`src/rtl/core/ssas_pkg.sv`:
```
// shared types, constants and chase tables for the seven-segment scanner
package ssas_pkg;

  typedef enum logic [1:0] {
    CFG_TICK_PERIOD = 2'd0,
    CFG_DWELL       = 2'd1,
    CFG_PATTERN_EN  = 2'd2,
    CFG_PROGRESS_EN = 2'd3
  } cfg_idx_t;

  localparam int unsigned CFG_W = 16;

  localparam logic [15:0] TICK_PERIOD_RST = 16'd100;
  localparam logic [7:0]  DWELL_RST       = 8'd5;

  localparam logic [3:0] TWELVE_LAST   = 4'd11;
  localparam logic [3:0] FOURTEEN_LAST = 4'd13;
  localparam logic [2:0] SIX_LAST      = 3'd5;

  localparam logic [31:0] DP_DIGIT0 = 32'h0100_0000;

  function automatic logic [31:0] chase_twelve(input logic [3:0] ph);
    logic [31:0] f;
    case (ph)
      4'd0:    f = 32'h8000_0000;
      4'd1:    f = 32'h0080_0000;
      4'd2:    f = 32'h0000_8000;
      4'd3:    f = 32'h0000_0080;
      4'd4:    f = 32'h0000_0040;
      4'd5:    f = 32'h0000_0020;
      4'd6:    f = 32'h0000_0010;
      4'd7:    f = 32'h0000_1000;
      4'd8:    f = 32'h0010_0000;
      4'd9:    f = 32'h1000_0000;
      4'd10:   f = 32'h0800_0000;
      4'd11:   f = 32'h0400_0000;
      default: f = 32'h0000_0000;
    endcase
    return f;
  endfunction

  function automatic logic [31:0] chase_fourteen(input logic [3:0] ph);
    logic [31:0] f;
    case (ph)
      4'd0:    f = 32'h0C00_0000;
      4'd1:    f = 32'h6000_0000;
      4'd2:    f = 32'h000C_0000;
      4'd3:    f = 32'h0060_0000;
      4'd4:    f = 32'h0000_0C00;
      4'd5:    f = 32'h0000_6000;
      4'd6:    f = 32'h0000_000C;
      4'd7:    f = 32'h0000_0060;
      4'd8:    f = 32'h0000_000C;
      4'd9:    f = 32'h0000_6000;
      4'd10:   f = 32'h0000_0C00;
      4'd11:   f = 32'h0060_0000;
      4'd12:   f = 32'h000C_0000;
      4'd13:   f = 32'h6000_0000;
      default: f = 32'h0000_0000;
    endcase
    return f;
  endfunction

  function automatic logic [31:0] chase_four(input logic [1:0] ph);
    logic [31:0] f;
    case (ph)
      2'd0:    f = 32'h8080_8080;
      2'd1:    f = 32'h0202_0202;
      2'd2:    f = 32'h1010_1010;
      default: f = 32'h0202_0202;
    endcase
    return f;
  endfunction

  function automatic logic [31:0] chase_six(input logic [2:0] ph);
    logic [31:0] f;
    case (ph)
      3'd0:    f = 32'hFC00_0000;
      3'd1:    f = 32'h00FC_0000;
      3'd2:    f = 32'h0000_FC00;
      3'd3:    f = 32'h0000_00FC;
      3'd4:    f = 32'h0000_FC00;
      3'd5:    f = 32'h00FC_0000;
      default: f = 32'h0000_0000;
    endcase
    return f;
  endfunction

endpackage

```
`src/rtl/core/seven_segment_animation_scanner_top.sv`:
```
// four-digit seven-segment scan driver with chase animations
// Each input beat is one clock's millisecond flag; a beat with in_ms_pulse high advances
// the animation and scan counters, and every accepted beat yields one result beat carrying
// the one-hot digit select and the active-low segments (a in bit 7, dp in bit 0) for the
// state after that update. The block takes one beat per clock: the counter update and
// frame lookup sit between the input handshake and a single output register, so a result
// appears in the cycle after its input beat and a new input is taken in the same cycle the
// previous result is taken. Input stalls only while a result waits in the output register.
// Configuration writes act at once and should be made while no result is pending.
module seven_segment_animation_scanner_top (
  input  logic                       clk,
  input  logic                       rst_n,
  input  logic                       cfg_we,
  input  ssas_pkg::cfg_idx_t         cfg_index,
  input  logic [ssas_pkg::CFG_W-1:0] cfg_wdata,
  input  logic                       in_valid,
  output logic                       in_stall,
  input  logic                       in_ms_pulse,
  output logic                       out_valid,
  input  logic                       out_stall,
  output logic [3:0]                 out_digit_select,
  output logic [7:0]                 out_segment_lines
);
  import ssas_pkg::*;

  logic [15:0] tick_period_r;
  logic [7:0]  dwell_r;
  logic [3:0]  pattern_en_r;
  logic [3:0]  progress_en_r;

  logic [15:0] ms_acc_r,      ms_acc_nxt;
  logic [3:0]  ph_twelve_r,   ph_twelve_nxt;
  logic [3:0]  ph_fourteen_r, ph_fourteen_nxt;
  logic [1:0]  ph_four_r,     ph_four_nxt;
  logic [2:0]  ph_six_r,      ph_six_nxt;
  logic [1:0]  scan_r,        scan_nxt;
  logic [7:0]  dwell_cnt_r,   dwell_cnt_nxt;

  logic        out_valid_r;
  logic [3:0]  digit_sel_r,   digit_sel_nxt;
  logic [7:0]  seg_r,         seg_nxt;

  logic        in_accept;
  logic        out_accept;
  logic [15:0] period;
  logic [7:0]  dwell;
  logic [16:0] acc_inc;
  logic [8:0]  dwell_inc;
  logic        step_adv;
  logic [31:0] frame;
  logic [7:0]  frame_byte;

  assign out_accept = out_valid_r && !out_stall;
  assign in_stall   = out_valid_r && out_stall;
  assign in_accept  = in_valid && !in_stall;

  // zero periods act as one
  assign period    = (tick_period_r == 16'd0) ? 16'd1 : tick_period_r;
  assign dwell     = (dwell_r == 8'd0) ? 8'd1 : dwell_r;
  assign acc_inc   = {1'b0, ms_acc_r} + 17'd1;
  assign dwell_inc = {1'b0, dwell_cnt_r} + 9'd1;
  assign step_adv  = in_ms_pulse && (acc_inc >= {1'b0, period});

  always_comb begin
    ms_acc_nxt      = ms_acc_r;
    ph_twelve_nxt   = ph_twelve_r;
    ph_fourteen_nxt = ph_fourteen_r;
    ph_four_nxt     = ph_four_r;
    ph_six_nxt      = ph_six_r;
    scan_nxt        = scan_r;
    dwell_cnt_nxt   = dwell_cnt_r;
    if (in_ms_pulse) begin
      if (step_adv) begin
        ms_acc_nxt      = 16'd0;
        ph_twelve_nxt   = (ph_twelve_r >= TWELVE_LAST) ? 4'd0 : ph_twelve_r + 4'd1;
        ph_fourteen_nxt = (ph_fourteen_r >= FOURTEEN_LAST) ? 4'd0 : ph_fourteen_r + 4'd1;
        ph_four_nxt     = ph_four_r + 2'd1;
        ph_six_nxt      = (ph_six_r >= SIX_LAST) ? 3'd0 : ph_six_r + 3'd1;
      end else begin
        ms_acc_nxt = acc_inc[15:0];
      end
      if (dwell_inc >= {1'b0, dwell}) begin
        dwell_cnt_nxt = 8'd0;
        scan_nxt      = scan_r + 2'd1;
      end else begin
        dwell_cnt_nxt = dwell_inc[7:0];
      end
    end
  end

  // frame from the updated phases, decimal points only on even steps
  always_comb begin
    frame = 32'd0;
    if (pattern_en_r[0]) frame = frame | chase_twelve(ph_twelve_nxt);
    if (pattern_en_r[1]) frame = frame | chase_fourteen(ph_fourteen_nxt);
    if (pattern_en_r[2]) frame = frame | chase_four(ph_four_nxt);
    if (pattern_en_r[3]) frame = frame | chase_six(ph_six_nxt);
    if (!ph_four_nxt[0]) begin
      for (int i = 0; i < 4; i++) begin
        if (progress_en_r[i]) frame = frame | (DP_DIGIT0 >> (8 * i));
      end
    end
  end

  always_comb begin
    case (scan_nxt)
      2'd0:    frame_byte = frame[31:24];
      2'd1:    frame_byte = frame[23:16];
      2'd2:    frame_byte = frame[15:8];
      default: frame_byte = frame[7:0];
    endcase
    digit_sel_nxt = 4'b0001 << scan_nxt;
    seg_nxt       = ~frame_byte;
  end

  always_ff @(posedge clk) begin
    if (!rst_n) begin
      tick_period_r <= TICK_PERIOD_RST;
      dwell_r       <= DWELL_RST;
      pattern_en_r  <= 4'd0;
      progress_en_r <= 4'd0;
    end else if (cfg_we) begin
      case (cfg_index)
        CFG_TICK_PERIOD: tick_period_r <= cfg_wdata;
        CFG_DWELL:       dwell_r       <= cfg_wdata[7:0];
        CFG_PATTERN_EN:  pattern_en_r  <= cfg_wdata[3:0];
        CFG_PROGRESS_EN: progress_en_r <= cfg_wdata[3:0];
        default: ;
      endcase
    end
  end

  always_ff @(posedge clk) begin
    if (!rst_n) begin
      ms_acc_r      <= 16'd0;
      ph_twelve_r   <= 4'd0;
      ph_fourteen_r <= 4'd0;
      ph_four_r     <= 2'd0;
      ph_six_r      <= 3'd0;
      scan_r        <= 2'd0;
      dwell_cnt_r   <= 8'd0;
      out_valid_r   <= 1'b0;
    end else begin
      if (in_accept) begin
        ms_acc_r      <= ms_acc_nxt;
        ph_twelve_r   <= ph_twelve_nxt;
        ph_fourteen_r <= ph_fourteen_nxt;
        ph_four_r     <= ph_four_nxt;
        ph_six_r      <= ph_six_nxt;
        scan_r        <= scan_nxt;
        dwell_cnt_r   <= dwell_cnt_nxt;
        out_valid_r   <= 1'b1;
      end else if (out_accept) begin
        out_valid_r <= 1'b0;
      end
    end
  end

  // result payload, no reset needed
  always_ff @(posedge clk) begin
    if (in_accept) begin
      digit_sel_r <= digit_sel_nxt;
      seg_r       <= seg_nxt;
    end
  end

  assign out_valid         = out_valid_r;
  assign out_digit_select  = digit_sel_r;
  assign out_segment_lines = seg_r;

`ifndef SYNTHESIS
  a_sel_matches_scan: assert property (@(posedge clk) disable iff (!rst_n)
    out_valid_r |-> (digit_sel_r == (4'b0001 << scan_r)))
    else $error("digit select out of step with scan digit");

  a_phase_range: assert property (@(posedge clk) disable iff (!rst_n)
    (ph_twelve_r <= TWELVE_LAST) && (ph_fourteen_r <= FOURTEEN_LAST) &&
    (ph_six_r <= SIX_LAST))
    else $error("chase phase past its period");

  a_stall_only_full: assert property (@(posedge clk) disable iff (!rst_n)
    in_stall |-> out_valid_r)
    else $error("input stalled with empty output register");

  a_phases_together: assert property (@(posedge clk) disable iff (!rst_n)
    (in_accept && !step_adv) |=> ($stable(ph_four_r) && $stable(ph_twelve_r)))
    else $error("phase moved without an animation step");
`endif

endmodule

```
`config.mk`:
```
export PLATFORM = sky130hd
export DESIGN_NAME = seven_segment_animation_scanner_top
export DESIGN_NICKNAME = d
export VERILOG_FILES = /design/src/rtl/core/ssas_pkg.sv /design/src/rtl/core/seven_segment_animation_scanner_top.sv
export SDC_FILE = /design/constraint.sdc
export NUM_CORES = 1
export LEC_CHECK = 0
export BUFFER_PORTS_ARGS = -buffer_cell sky130_fd_sc_hd__buf_2
export CAP_MARGIN = 15
export CORE_MARGIN = 2
export CORE_UTILIZATION = 55
export CTS_CLUSTER_SIZE = 40
export DETAILED_ROUTE_END_ITERATION = 6
export PLACE_DENSITY = 0.81
export SLEW_MARGIN = 15
export SYNTH_ARGS = -nofsm -noshare
export SYNTH_HDL_FRONTEND = slang
export SYNTH_SLANG_ARGS = --single-unit
```
`constraint.sdc`:
```
create_clock -name clk -period 4 [get_ports clk]
set_clock_uncertainty 0.05 [all_clocks]
set_input_delay 0.2 -clock clk [delete_from_list [all_inputs] [get_ports clk]]
set_output_delay 0.2 -clock clk [all_outputs]
set_load 0.05 [all_outputs]
```
==> summary.txt <==
Max Cap Violations - 0
Endpoints failing setup - 1
Worst EP required - 4.06 ns
Max Slew Vio Count - 0
Total GRT Usage - 0.260
CTS Sinks - 84
Hold Slack - 0.0178 ns
Worst setup EP type - flip-flop
Root Driver - clkbuf_8
Width of the chip - 104 um
Setup TNS - -0.00559 ns
Post-Syn Area - 0.00551 mm2
Filler cell count - 739
Clk slew on worst S/H paths - 0.09 ns
DIE HEIGHT - 104 um
Design Power - 1.74 mW
Setup crit start kind - flip-flop
Outcome - complete, but fails checks
Final setup margin - -0.00559 ns
Slowest-stage cell, CP - or4b_4
Mapped Nets - 733
Post-route clock period utilization - 1.00
Top cell type's share of synthesized area - 0.262
Utilization after layout - 0.702
HP Class - input pin to flip-flop
Share of cells above drive strength 1 - 0.242
Starting Density - 0.566
Switching Share - 0.272
Drt first pass iters - 5
CTS max path bufs - 2
Final Hold Vio Count - 0
Initial drt markers - 264
Register bit total from synthesis - 84
WS Path Type - flip-flop to flip-flop
Worst Tran Pin Value - 1.04 ns
Crit path buf inv count - 1
# rows - 36
Global route overflow - 0
Synth warnings - 0
Final nets - 806
Netlist cell types - 65
Max FO, Critical Path - 7
Clock Latency Late Sink - 0.36 ns
HPWL Detailed - 10300 um
Core area - 0.00973 mm2
Antenna viol nets, final - 0
P&R area growth vs syn - 23.9%
P_sw - 472 uW
Final min period - 4.01 ns
Per-cell routed wire length - 16.6 um
RSZ-0062 raised after global routing - true
IO Count - 38
Register area share after synthesis - 0.327
Asr flop ratio synth - 0
First-pass GRT wire length - 23400 um
Post-synthesis area per instance - 8.14 um2
Die area - 0.0108 mm2
# DRC - 0
CP delay by family, top - simple AND/OR/NAND/NOR gates
Failing checks - setup timing
Largest area contributor in the netlist - dfxtp_1
Synth top area cells - dfxtp_1 (26%), ha_1 (7.3%), nand2_1 (7.2%), edfxtp_1 (6.5%), o21ai_0 (3.9%)
GPL Wtd Cong - 0.996
Aggregate routed wire length - 14700 um
Most used DFF post-synth - dfxtp_1
Power Density - 254 mW/mm2
Max-slew headroom - 0.304
Placed inst area - 0.00611 mm2
Vias in the first global route - 5059
CTS Buf Count - 9
CTS tree - built
Commonest non-fill, non-tap cell in the layout - nand2_1
Internal power - 1.26 mW
Number of flops mapped to enable cells by yosys - 12
Clk network pwr share - 0.346
Post-route cell area - 0.00683 mm2
Initial antenna violation count - 0
Critical-path cell list - and3_1 -> or4b_4 -> nor2_4 -> xor2_2 -> ha_1 -> and2_4 -> a221oi_4 -> o21ai_4 -> o21a_4 -> buf_6 -> nor3_4 -> nor2_2 -> or3_1 -> a211oi_2 -> o41ai_2
Synthesized instance count - 677
Pleak - 2.78 nW
Crit path largest cell delay - 0.50 ns
Crit path DAT - 4.06 ns
CTS HTree Levels - 3
Most frequent cells in the layout - nand2_1 (103), dfxtp_1 (68), buf_4 (53), o21ai_0 (38), buf_2 (37)
Worst VDD drop - 0.000259 V
Via count - 5242
PortBufs - 37
Sequential share of power - 0.518
Largest net degree at the start of global routing - 73
Gate power share - 0.136
Vias per cell - 5.90
ANT cells - 0
Fmax - 250 MHz
[what timing repair did]
action | 4_1_cts | 5_1_grt
gates resized for setup | 21 | 59
endpoints found under the setup margin | 6 | 8
buffers inserted | 1 | 14
cloned | 0 | 0
hold buffers | 0 | 0
hold endpoints to repair | 0 | 0
pin swaps | 13 | 33
[cell families after synthesis]
| kind of cell | after synthesis | share of synthesized area |
|---|---|---|
| AND/OR/NAND/NOR | 274 | 0.249 |
| AO/OA/AOI/OAI | 168 | 0.215 |
| flip-flops | 84 | 0.327 |
| buffers and inverters | 68 | 0.0502 |
| adder cells (fa/ha/maj) | 32 | 0.0727 |
| XOR/XNOR | 29 | 0.0461 |
| multiplexers | 22 | 0.0409 |
[state kept, by name (all words and copies together), names as in the netlist, 3 cells and up]
register           flops
ms_acc_r              16
tick_period_r         16
dwell_cnt_r            8
dwell_r                8
out_segment_lines      8
out_digit_select       4
pattern_en_r           4
ph_fourteen_r          4
ph_twelve_r            4
progress_en_r          4
ph_six_r               3
[per-layer routing]
layer  up-vias  GRT usage  part of all wire
met5         -          0                 0
met4         0      0.107             0.033
met3        41     0.0476             0.046
met2       173      0.460              0.51
met1      2497      0.310              0.42
li1       2531          -                 -
[cells in the mapped netlist (all sizes together) (14+ instances only)]
cell type,number
a21boi,27
nor2,29
clkbuf,26
xnor2,15
inv,33
a21oi,20
nand2,106
ha,32
dfxtp,72
and2,26
o21ai,51
xor2,14
nor2b,29
nand3,26
mux2i,21
[worst paths after layout]
path | startpoint | end | slack (ns) | cells after the start
hold / removal | in_valid | out_valid | 0.02 | 2
setup / recovery | ms_acc_r[7] | out_segment_lines[3] | -0.006 | 15
hold reg to reg | dwell_r[0] | dwell_r[0] | 0.44 | 2
setup reg to reg | ms_acc_r[7] | out_segment_lines[3] | -0.006 | 15
[final cells by class]
| cell class | instances | area, um2 | share of cell area |
|---|---|---|---|
| clock buffer | 12 | 135 | 0.0198 |
| clock inverter | 4 | 51.3 | 0.00752 |
| inverter | 33 | 124 | 0.0181 |
| multi-input combinational | 525 | 3870 | 0.567 |
| sequential | 84 | 1810 | 0.265 |
| tap | 133 | 166 | 0.0244 |
| timing repair buffer | 97 | 671 | 0.0983 |
[power groups by stage]
stage	registers [mW]	clock network [mW]	logic [mW]
after floorplan	0.934	0	0.127
after global placement	0.917	0	0.204
after detailed placement	0.918	0	0.211
after CTS	0.898	0.611	0.218
after global routing	0.903	0.647	0.258
final	0.900	0.600	0.236
[metrics by stage]
| stage | std cells | setup WS [ns] |
|---|---|---|
| finish | 888 | -0.00559 |
| global route | 888 | -0.130 |
| CTS | 874 | 0.0146 |
| detailed placement | 857 | -0.134 |
| global placement | 857 | 0.0437 |
| floorplan | 677 | 0.00968 |
Note: power is estimated with default switching activity, not from simulation.
